[src/rtl/c3lp_pkg.sv]
// Shared types, codes and coefficient tables for the third-order
// inverse-Chebyshev lowpass. No dependencies.
package c3lp_pkg;

  // Coefficient word: signed, at most 30 fraction bits
  localparam int unsigned COEF_W    = 32;
  localparam int unsigned Q30_FRAC  = 30;

  // Stopband selector codes
  localparam logic [1:0] SEL_27DB = 2'd0;
  localparam logic [1:0] SEL_25DB = 2'd1;
  localparam logic [1:0] SEL_23DB = 2'd2;

  // Rows: 27 dB, 25 dB, 23 dB; columns: b0, b1, a1, a2, a1f in Q30
  localparam longint COEF_Q30 [3][5] = '{
    '{64'sd11725100, -64'sd22962967, -64'sd2050886269, 64'sd986605914, -64'sd963155725},
    '{64'sd14663051, -64'sd28716785, -64'sd2045395528, 64'sd982506969, -64'sd953180868},
    '{64'sd18333970, -64'sd35906098, -64'sd2040015309, 64'sd978694692, -64'sd942026741}
  };

  // Feedback coefficients are kept negated so every product is added
  typedef enum logic [2:0] {
    COEF_B0,
    COEF_B1,
    COEF_NA1,
    COEF_NA2,
    COEF_NA1F
  } coef_e;

  typedef enum logic [2:0] {
    SRC_X,
    SRC_Y_LO,
    SRC_Y_HI,
    SRC_Z_LO,
    SRC_Z_HI
  } src_e;

  typedef enum logic [1:0] {
    ACC_HOLD,
    ACC_LOAD,
    ACC_ADD_HI
  } acc_op_e;

  typedef enum logic [2:0] {
    ADD_NONE,
    ADD_Y,
    ADD_D1_LOAD,
    ADD_Z,
    ADD_D1_T,
    ADD_D1_D2,
    ADD_D2,
    ADD_FD
  } add_op_e;

  typedef enum logic {
    ST_IDLE,
    ST_RUN
  } ctrl_state_e;

  // One step of the per-sample schedule
  typedef enum logic [3:0] {
    S_MUL_B0X,
    S_MUL_B1X,
    S_ROUND_B0X,
    S_ADD_Y,
    S_MUL_A1_LO,
    S_MUL_A1_HI,
    S_MUL_A2_LO,
    S_MUL_A2_HI,
    S_MUL_A1F_LO,
    S_MUL_A1F_HI,
    S_ACC_A1F,
    S_ROUND_A1F,
    S_WRITE_FD
  } sched_e;

  typedef struct packed {
    logic    load_x;
    coef_e   mul_coef;
    src_e    mul_src;
    acc_op_e acc_op;
    logic    rnd_frac;
    add_op_e add_op;
    logic    out_load;
  } dp_cmd_t;

  // Coefficient at the given fraction width, rounded half away from zero
  function automatic logic signed [COEF_W-1:0] coef_value(logic [1:0] sel, coef_e idx,
                                                          int unsigned frac);
    longint      q;
    longint      mag;
    longint      half;
    longint      r;
    int unsigned sh;
    int unsigned row;
    logic        neg;
    row  = (sel == SEL_27DB) ? 0 : ((sel == SEL_25DB) ? 1 : 2);
    q    = COEF_Q30[row][idx];
    sh   = Q30_FRAC - frac;
    half = (sh > 0) ? (longint'(1) <<< (sh - 1)) : longint'(0);
    mag  = (q < 0) ? -q : q;
    r    = (mag + half) >>> sh;
    neg  = (q < 0) ^ ((idx == COEF_NA1) || (idx == COEF_NA2) || (idx == COEF_NA1F));
    if (neg) begin
      r = -r;
    end
    return COEF_W'(r);
  endfunction

endpackage

[src/rtl/c3lp_ctrl.sv]
// Sequencer for the lowpass: walks the thirteen-step schedule per sample
// and drives the datapath commands. Depends on c3lp_pkg.
module c3lp_ctrl (
  input  logic               clk_i,
  input  logic               rst_ni,
  input  logic               s_tvalid_i,
  output logic               s_tready_o,
  output logic               m_tvalid_o,
  input  logic               m_tready_i,
  output c3lp_pkg::dp_cmd_t  cmd_o
);
  import c3lp_pkg::*;

  ctrl_state_e state_q, state_d;
  sched_e      step_q, step_d;
  logic        m_valid_q, m_valid_d;
  logic        out_free;
  dp_cmd_t     cmd;

  assign out_free   = !m_valid_q || m_tready_i;
  assign s_tready_o = (state_q == ST_IDLE);
  assign m_tvalid_o = m_valid_q;
  assign cmd_o      = cmd;

  always_ff @(posedge clk_i or negedge rst_ni) begin
    if (!rst_ni) begin
      state_q   <= ST_IDLE;
      step_q    <= S_MUL_B0X;
      m_valid_q <= 1'b0;
    end else begin
      state_q   <= state_d;
      step_q    <= step_d;
      m_valid_q <= m_valid_d;
    end
  end

  always_comb begin
    state_d       = state_q;
    step_d        = step_q;
    cmd.load_x    = 1'b0;
    cmd.mul_coef  = COEF_B0;
    cmd.mul_src   = SRC_X;
    cmd.acc_op    = ACC_HOLD;
    cmd.rnd_frac  = 1'b1;
    cmd.add_op    = ADD_NONE;
    cmd.out_load  = 1'b0;

    unique case (state_q)
      ST_IDLE: begin
        if (s_tvalid_i) begin
          cmd.load_x = 1'b1;
          state_d    = ST_RUN;
          step_d     = S_MUL_B0X;
        end
      end
      ST_RUN: begin
        unique case (step_q)
          S_MUL_B0X: begin
            cmd.mul_coef = COEF_B0;
            cmd.mul_src  = SRC_X;
          end
          S_MUL_B1X: begin
            cmd.mul_coef = COEF_B1;
            cmd.mul_src  = SRC_X;
            cmd.acc_op   = ACC_LOAD;
          end
          S_ROUND_B0X: begin
            cmd.acc_op   = ACC_LOAD;
            cmd.rnd_frac = 1'b0;
          end
          S_ADD_Y: begin
            cmd.rnd_frac = 1'b0;
            cmd.add_op   = ADD_Y;
          end
          S_MUL_A1_LO: begin
            cmd.mul_coef = COEF_NA1;
            cmd.mul_src  = SRC_Y_LO;
            cmd.add_op   = ADD_D1_LOAD;
          end
          S_MUL_A1_HI: begin
            cmd.mul_coef = COEF_NA1;
            cmd.mul_src  = SRC_Y_HI;
            cmd.acc_op   = ACC_LOAD;
            cmd.add_op   = ADD_Z;
          end
          S_MUL_A2_LO: begin
            cmd.mul_coef = COEF_NA2;
            cmd.mul_src  = SRC_Y_LO;
            cmd.acc_op   = ACC_ADD_HI;
          end
          S_MUL_A2_HI: begin
            cmd.mul_coef = COEF_NA2;
            cmd.mul_src  = SRC_Y_HI;
            cmd.acc_op   = ACC_LOAD;
          end
          S_MUL_A1F_LO: begin
            cmd.mul_coef = COEF_NA1F;
            cmd.mul_src  = SRC_Z_LO;
            cmd.acc_op   = ACC_ADD_HI;
            cmd.add_op   = ADD_D1_T;
          end
          S_MUL_A1F_HI: begin
            cmd.mul_coef = COEF_NA1F;
            cmd.mul_src  = SRC_Z_HI;
            cmd.acc_op   = ACC_LOAD;
            cmd.add_op   = ADD_D1_D2;
          end
          S_ACC_A1F: begin
            cmd.acc_op = ACC_ADD_HI;
            cmd.add_op = ADD_D2;
          end
          S_ROUND_A1F: begin
          end
          S_WRITE_FD: begin
            // hold here until the output register is free
            if (out_free) begin
              cmd.add_op   = ADD_FD;
              cmd.out_load = 1'b1;
            end
          end
          default: begin
          end
        endcase

        if (step_q == S_WRITE_FD) begin
          if (out_free) begin
            state_d = ST_IDLE;
          end
        end else begin
          step_d = sched_e'(step_q + 4'd1);
        end
      end
      default: begin
        state_d = ST_IDLE;
      end
    endcase
  end

  always_comb begin
    m_valid_d = m_valid_q;
    if (cmd.out_load) begin
      m_valid_d = 1'b1;
    end else if (m_tready_i) begin
      m_valid_d = 1'b0;
    end
  end

endmodule

[src/rtl/c3lp_datapath.sv]
// Datapath for the lowpass: shared multiplier, product accumulator,
// round/saturate stage, saturating adder and the filter states. Uses c3lp_pkg.
module c3lp_datapath #(
  parameter int unsigned SAMPLE_WIDTH   = 16,
  parameter int unsigned COEF_FRAC_BITS = 28,
  parameter int unsigned STATE_WIDTH    = 48
) (
  input  logic                    clk_i,
  input  logic                    rst_ni,
  input  c3lp_pkg::dp_cmd_t       cmd_i,
  input  logic [SAMPLE_WIDTH-1:0] sample_in_i,
  input  logic                    cfg_we_i,
  input  logic [1:0]              cfg_data_i,
  output logic [SAMPLE_WIDTH-1:0] sample_out_o
);
  import c3lp_pkg::*;

  localparam int unsigned SW = STATE_WIDTH;
  localparam int unsigned CF = COEF_FRAC_BITS;
  localparam int unsigned LW = SW / 2;
  localparam int unsigned OW = (SAMPLE_WIDTH > LW + 1) ? SAMPLE_WIDTH : LW + 1;
  localparam int unsigned PW = COEF_W + OW;
  localparam int unsigned AW = COEF_W + SW;

  localparam logic signed [SW-1:0] S_MAX = {1'b0, {(SW-1){1'b1}}};
  localparam logic signed [SW-1:0] S_MIN = {1'b1, {(SW-1){1'b0}}};
  localparam logic signed [SAMPLE_WIDTH-1:0] O_MAX = {1'b0, {(SAMPLE_WIDTH-1){1'b1}}};
  localparam logic signed [SAMPLE_WIDTH-1:0] O_MIN = {1'b1, {(SAMPLE_WIDTH-1){1'b0}}};
  localparam logic signed [AW:0] A_HALF    = {{(AW+1-CF){1'b0}}, 1'b1, {(CF-1){1'b0}}};
  localparam logic signed [AW:0] A_HALF_M1 = A_HALF - 1'b1;
  localparam logic signed [SW:0] Z_HALF    = {{(SW+1-CF){1'b0}}, 1'b1, {(CF-1){1'b0}}};
  localparam logic signed [SW:0] Z_HALF_M1 = Z_HALF - 1'b1;

  logic [1:0]                     sel_q;
  logic signed [SAMPLE_WIDTH-1:0] x_q;
  logic signed [SW-1:0]           d1_q, d2_q, fd_q;
  logic signed [SW-1:0]           y_q, z_q, bx0_q;
  logic signed [PW-1:0]           prod_q, prod_d;
  logic signed [AW-1:0]           acc_q, acc_d;
  logic signed [SW-1:0]           term_q, term_d;
  logic [SAMPLE_WIDTH-1:0]        out_q, out_d;

  logic signed [COEF_W-1:0]       coef_s;
  logic signed [OW-1:0]           opnd_s;
  logic signed [AW:0]             acc_x, rnd_sum, rnd_shift;
  logic signed [SW-1:0]           add_a, add_b, add_sat;
  logic signed [SW:0]             add_sum;
  logic signed [SW:0]             z_x, z_sum, z_shift;

  // Multiplier: one coefficient times x or one half of a state
  assign coef_s = coef_value(sel_q, cmd_i.mul_coef, CF);

  always_comb begin
    unique case (cmd_i.mul_src)
      SRC_X:    opnd_s = OW'(x_q);
      SRC_Y_LO: opnd_s = OW'({1'b0, y_q[LW-1:0]});
      SRC_Y_HI: opnd_s = OW'($signed(y_q[SW-1:LW]));
      SRC_Z_LO: opnd_s = OW'({1'b0, z_q[LW-1:0]});
      SRC_Z_HI: opnd_s = OW'($signed(z_q[SW-1:LW]));
      default:  opnd_s = OW'(x_q);
    endcase
  end

  assign prod_d = coef_s * opnd_s;

  // Accumulate low and shifted high partial products into the exact product
  always_comb begin
    unique case (cmd_i.acc_op)
      ACC_HOLD:   acc_d = acc_q;
      ACC_LOAD:   acc_d = AW'(prod_q);
      ACC_ADD_HI: acc_d = acc_q + (AW'(prod_q) <<< LW);
      default:    acc_d = acc_q;
    endcase
  end

  // Round half away from zero when rnd_frac is set, then saturate to the state range
  always_comb begin
    acc_x = (AW+1)'(acc_q);
    if (cmd_i.rnd_frac) begin
      rnd_sum   = acc_x + (acc_q[AW-1] ? A_HALF_M1 : A_HALF);
      rnd_shift = rnd_sum >>> CF;
    end else begin
      rnd_sum   = acc_x;
      rnd_shift = acc_x;
    end
    if ((&rnd_shift[AW:SW-1]) || !(|rnd_shift[AW:SW-1])) begin
      term_d = rnd_shift[SW-1:0];
    end else begin
      term_d = rnd_shift[AW] ? S_MIN : S_MAX;
    end
  end

  // Saturating adder shared by all state updates
  always_comb begin
    unique case (cmd_i.add_op)
      ADD_Y: begin
        add_a = term_q;
        add_b = d1_q;
      end
      ADD_D1_LOAD: begin
        add_a = term_q;
        add_b = '0;
      end
      ADD_Z: begin
        add_a = y_q;
        add_b = fd_q;
      end
      ADD_D1_T: begin
        add_a = d1_q;
        add_b = term_q;
      end
      ADD_D1_D2: begin
        add_a = d1_q;
        add_b = d2_q;
      end
      ADD_D2: begin
        add_a = bx0_q;
        add_b = term_q;
      end
      ADD_FD: begin
        add_a = y_q;
        add_b = term_q;
      end
      default: begin
        add_a = '0;
        add_b = '0;
      end
    endcase
    add_sum = (SW+1)'(add_a) + (SW+1)'(add_b);
    if (add_sum[SW] != add_sum[SW-1]) begin
      add_sat = add_sum[SW] ? S_MIN : S_MAX;
    end else begin
      add_sat = add_sum[SW-1:0];
    end
  end

  // Output sample: z rounded to an integer and saturated
  always_comb begin
    z_x     = (SW+1)'(z_q);
    z_sum   = z_x + (z_q[SW-1] ? Z_HALF_M1 : Z_HALF);
    z_shift = z_sum >>> CF;
    if ((&z_shift[SW:SAMPLE_WIDTH-1]) || !(|z_shift[SW:SAMPLE_WIDTH-1])) begin
      out_d = z_shift[SAMPLE_WIDTH-1:0];
    end else begin
      out_d = z_shift[SW] ? O_MIN : O_MAX;
    end
  end

  // Filter states and selector
  always_ff @(posedge clk_i or negedge rst_ni) begin
    if (!rst_ni) begin
      sel_q <= SEL_23DB;
      d1_q  <= '0;
      d2_q  <= '0;
      fd_q  <= '0;
    end else if (cfg_we_i) begin
      sel_q <= (cfg_data_i == SEL_27DB || cfg_data_i == SEL_25DB) ? cfg_data_i : SEL_23DB;
      d1_q  <= '0;
      d2_q  <= '0;
      fd_q  <= '0;
    end else begin
      unique case (cmd_i.add_op)
        ADD_D1_LOAD, ADD_D1_T, ADD_D1_D2: d1_q <= add_sat;
        ADD_D2:                           d2_q <= add_sat;
        ADD_FD:                           fd_q <= add_sat;
        default: begin
        end
      endcase
    end
  end

  // Working registers
  always_ff @(posedge clk_i) begin
    prod_q <= prod_d;
    acc_q  <= acc_d;
    term_q <= term_d;
    if (cmd_i.load_x) begin
      x_q <= sample_in_i;
    end
    if (cmd_i.add_op == ADD_Y) begin
      y_q   <= add_sat;
      bx0_q <= term_q;
    end
    if (cmd_i.add_op == ADD_Z) begin
      z_q <= add_sat;
    end
    if (cmd_i.out_load) begin
      out_q <= out_d;
    end
  end

  assign sample_out_o = out_q;

endmodule

[src/rtl/cheby3_lowpass_iir_top.sv]
// A new sample is accepted only while idle, after the last result is written;
// the single shared multiplier works through eight products per sample
// on a fixed schedule.
// A result waiting in the output register stalls only the last step.
// Reset (rst_ni low, asynchronous): all three filter states cleared,
// 23 dB coefficient set selected. A configuration write also clears states.
module cheby3_lowpass_iir_top #(
  parameter int unsigned SAMPLE_WIDTH   = 16,
  parameter int unsigned COEF_FRAC_BITS = 28,
  parameter int unsigned STATE_WIDTH    = 48,
  localparam int unsigned TDATA_W = ((SAMPLE_WIDTH + 7) / 8) * 8
) (
  input  logic               clk_i,
  input  logic               rst_ni,
  // configuration: stopband_select
  input  logic               cfg_valid_i,
  output logic               cfg_ready_o,
  input  logic [1:0]         cfg_data_i,
  input  logic               s_axis_tvalid_i,
  output logic               s_axis_tready_o,
  input  logic [TDATA_W-1:0] s_axis_tdata_i,   // [SAMPLE_WIDTH-1:0] sample_in
  output logic               m_axis_tvalid_o,
  input  logic               m_axis_tready_i,
  output logic [TDATA_W-1:0] m_axis_tdata_o    // [SAMPLE_WIDTH-1:0] sample_out
);
  import c3lp_pkg::*;

  dp_cmd_t                 cmd;
  logic [SAMPLE_WIDTH-1:0] sample_out;

  assign cfg_ready_o = 1'b1;

  c3lp_ctrl u_ctrl (
    .clk_i      (clk_i),
    .rst_ni     (rst_ni),
    .s_tvalid_i (s_axis_tvalid_i),
    .s_tready_o (s_axis_tready_o),
    .m_tvalid_o (m_axis_tvalid_o),
    .m_tready_i (m_axis_tready_i),
    .cmd_o      (cmd)
  );

  c3lp_datapath #(
    .SAMPLE_WIDTH   (SAMPLE_WIDTH),
    .COEF_FRAC_BITS (COEF_FRAC_BITS),
    .STATE_WIDTH    (STATE_WIDTH)
  ) u_datapath (
    .clk_i        (clk_i),
    .rst_ni       (rst_ni),
    .cmd_i        (cmd),
    .sample_in_i  (s_axis_tdata_i[SAMPLE_WIDTH-1:0]),
    .cfg_we_i     (cfg_valid_i & cfg_ready_o),
    .cfg_data_i   (cfg_data_i),
    .sample_out_o (sample_out)
  );

  // zero-pad the sample up to whole bytes
  assign m_axis_tdata_o = TDATA_W'(sample_out);

endmodule
[config.mk]
export PLATFORM = sky130hd
export DESIGN_NAME = cheby3_lowpass_iir_top
export DESIGN_NICKNAME = d
export VERILOG_FILES = /design/src/rtl/c3lp_pkg.sv /design/src/rtl/c3lp_ctrl.sv /design/src/rtl/c3lp_datapath.sv /design/src/rtl/cheby3_lowpass_iir_top.sv
export SDC_FILE = /design/constraint.sdc
export NUM_CORES = 2
export LEC_CHECK = 0
export ABC_AREA = 1
export BUFFER_PORTS_ARGS = -buffer_cell sky130_fd_sc_hd__buf_2
export CAP_MARGIN = 20
export CORE_ASPECT_RATIO = 1.25
export CORE_MARGIN = 2
export CORE_UTILIZATION = 45
export CTS_BUF_LIST = sky130_fd_sc_hd__clkbuf_16
export CTS_CLUSTER_DIAMETER = 40
export DETAILED_ROUTE_END_ITERATION = 10
export GPL_TIMING_DRIVEN = 0
export PLACE_DENSITY = 0.66
export SYNTH_ARGS = -nofsm -noshare
export SYNTH_HDL_FRONTEND = slang
export SYNTH_SLANG_ARGS = --single-unit
[constraint.sdc]
create_clock -name clk_i -period 10.6 [get_ports clk_i]
set_clock_uncertainty 0.2 [all_clocks]
set_input_delay 2.12 -clock clk_i [delete_from_list [all_inputs] [get_ports clk_i]]
set_output_delay 2.12 -clock clk_i [all_outputs]
set_load 0.03 [all_outputs]
==> results.tsv <==
metric	value	unit
outcome	finished clean	
final_max_slew_viol_count	0	
drt_iter0_drc	5399	
final_cell_mix	nand2_1 (1896), inv_1 (1374), fa_1 (817)	
worstSetupPathType	flop to flop	
die_x	336	µm
synth-simple-area-share	0.227	
synth_top_family_by_area	adder cells	
hold_slack	0.277	ns
drive_above_1_share	0.0577	
dieArea	141000	µm²
first_global_vias	57062	
synth_compound_area_frac	0.0920	
ys_ff_latch	513	
synthesis.area	61900	µm²
grt_pass1_wl	382	mm
critPathCapture	u_datapath.prod_q[47]$_DFF_P_	
syn_to_final_growth	9.06	%
rsz0062_at_grt	true	
wl	265	mm
grt_max_degree	87	
synthAdderAreaFrac	0.330	
yosys-mux-area-fraction	0	
setup_viol	0	
start_kind	flop	
final-seq-area	13600	µm²
hold_viol	0	
final_util	0.493	
die_h	419	µm
tns	0	ns
first_pass_iters	9	
yosysUniqueCellTypes	65	
reg2reg_depth	38	
min_period	10.48	ns
viasPerCell	5.72	
fin_crit_sh	0.989	
rows	152	
worst_pin_slew	1.27	ns
crit_fanout	10	
syn_inst	7905	
io_pins	42	
hpwl	221	mm
cts.path.max_buffers	3	
nFillCells	13611	
start_util	0.452	
portBuffers	40	
clk_pin_slew	0.05	ns
avgSynthCellArea	7.83	µm²
placeableCoreArea	137000	µm²
max_stage_delay	0.92	ns
async_flop_share	0.296	
critPathCaptureType	flop	
synth_edf_count	256	
r2r_slack	0.12	ns
clockRootBuffer	clkbuf_16	
overflow	0	
wl_met3	20.2	mm
numCtsBuffers	79	
final_common_cell	nand2_1	
cts.sinks	513	
synthFlopType	edfxtp_1	
worstHoldStart	u_datapath.fd_q[32]$_DFFE_PN0P_	
routabilityCongestion	1.04	
worstPathRequired	10.99	ns
wl_met1	94.7	mm
setup.worst_path.start	u_ctrl.step_q[1]$_DFFE_PN0P_	
slowest_stage	nor2_1	
grt_use_total	0.380	
vias	56519	
synthesis.nets	9070	
cap_viol_max_count	0	
rr_startpoint	u_ctrl.step_q[1]$_DFFE_PN0P_	
cts_max_level	3	
final_nets	9203	
insertion_delay	0.69	ns
antenna_found_initial	3	
drc	0	
arrival	10.87	ns
fmax	95.4	MHz
wl_met2	122	mm
hold_path.class	flop to flop	
multiInputGateArea	41900	µm²
yosysWarnings	0	
cts_tree	done	
synthXorXnorAreaFrac	0.0245	
seq_area_frac_synth	0.220	
reg2reg_to	u_datapath.prod_q[47]$_DFF_P_	
wl_per_cell	26.9	µm
topRoutingLayerUsed	met5	
postRouteAntennaNets	0	
max_slew_margin	0.152	
## synth_stat cells, types with 9 or more instances
master | n | share of area
nand3b_1 | 10 | 0.0012
o21ai_0 | 374 | 0.030
a21boi_0 | 14 | 0.0017
o2111ai_1 | 44 | 0.0062
o21a_1 | 11 | 0.0013
nand4_1 | 117 | 0.012
o22ai_1 | 10 | 0.0010
o21ai_1 | 10 | 0.00081
a21o_1 | 40 | 0.0048
a221oi_1 | 10 | 0.0014
a21oi_1 | 320 | 0.026
clkbuf_1 | 137 | 0.0083
nand2_2 | 22 | 0.0022
inv_1 | 1370 | 0.083
ha_1 | 321 | 0.065
buf_4 | 9 | 0.0011
buf_2 | 96 | 0.0078
a22oi_1 | 16 | 0.0019
o21bai_1 | 22 | 0.0027
dfxtp_1 | 105 | 0.034
nor3_1 | 80 | 0.0065
xor2_1 | 103 | 0.015
buf_6 | 10 | 0.0018
nand2_1 | 1899 | 0.12
and3_1 | 10 | 0.0010
nor4_1 | 35 | 0.0035
nor2_1 | 808 | 0.049
nand3_1 | 359 | 0.029
inv_2 | 34 | 0.0021
or2_2 | 13 | 0.0013
fa_1 | 821 | 0.27
edfxtp_1 | 256 | 0.12
o31ai_1 | 14 | 0.0017
o211ai_1 | 13 | 0.0016
dfrtp_1 | 151 | 0.061
xnor2_1 | 70 | 0.0099
a31oi_1 | 67 | 0.0068
buf_1 | 23 | 0.0014
o21ai_2 | 9 | 0.0013
## worst min path at each step
stage	end	slack, ns	depth (start not counted)
2_1_floorplan	u_datapath.bx0_q[0]$_DFFE_PN_	0.23	0
3_3_place_gp	u_datapath.bx0_q[11]$_DFFE_PN_	0.26	0
3_5_place_dp	u_datapath.fd_q[13]$_DFFE_PN0P_	0.27	2
4_1_cts	u_datapath.fd_q[32]$_DFFE_PN0P_	0.28	2
5_1_grt	u_datapath.fd_q[32]$_DFFE_PN0P_	0.30	2
6_report	u_datapath.fd_q[32]$_DFFE_PN0P_	0.28	2
## routing by layer
layer  global-route usage  vias up
li1                     -    25185
met1                0.437    27579
met4                0.322        2
met5                    0        -
met3               0.0712      951
met2                0.613     2802
## sequential cells by signal (all words and copies together), names as in the netlist
name and count:
u_ctrl.state_q 1, u_datapath.fd_q 48, u_datapath.acc_q 80, u_datapath.x_q 16
u_ctrl.step_q 4, u_datapath.sample_out_o 16, u_datapath.y_q 48, u_ctrl.m_tvalid_o 1
u_datapath.bx0_q 48, u_datapath.prod_q 57, u_datapath.term_q 48, u_datapath.z_q 48
u_datapath.d2_q 48, u_datapath.sel_q 2, u_datapath.d1_q 48
## final cells by class
cell class,instances,share of cell area
multi-input combinational,5700,0.620
clock inverter,64,0.00976
antenna,3,0.000111
buffer,272,0.0191
tap,1771,0.0328
clock buffer,84,0.0311
sequential,513,0.201
inverter,1416,0.0792
timing repair buffer,56,0.00645
## critical path: cells and delay by family, from the launching register on
family,cells,cell delay (ns)
adder cells (fa/ha/maj),9,4.44
AND/OR/NAND/NOR,9,2.16
AO/OA/AOI/OAI,9,1.60
buffers and inverters,10,1.34
flip-flops,1,0.42
XOR/XNOR,1,0.18
## per-stage QoR
stage | cell area (µm²) | cells | worst slack, ns
final | 67500 | 9879 | 0.120
after detailed placement | 64500 | 9728 | -1.15
after CTS | 67300 | 9875 | 0.0253
after global placement | 64300 | 9716 | -2.65
after global routing | 67500 | 9876 | -0.0385
after floorplan | 61900 | 7905 | 1.46
## cells by family (layout without fill, tap and decap cells)
| group | after synthesis | in the layout |
|---|---|---|
| AO/OA/AOI/OAI | 993 | 993 |
| XOR/XNOR | 173 | 173 |
| adder cells (fa/ha/maj) | 1142 | 1142 |
| buffers and inverters | 1692 | 1892 |
| flip-flops | 513 | 513 |
| other | 1 | 4 |
| AND/OR/NAND/NOR | 3391 | 3391 |
## timing repair
item	in CTS	in global routing
hold buffers	0	0
setup endpoints to repair	32	19
buffers inserted	1	0
pin swaps	0	4
gates resized for setup	19	49
Power is not shown: default switching activity piles up to over one toggle a cycle in this logic, so the estimate is an artifact.
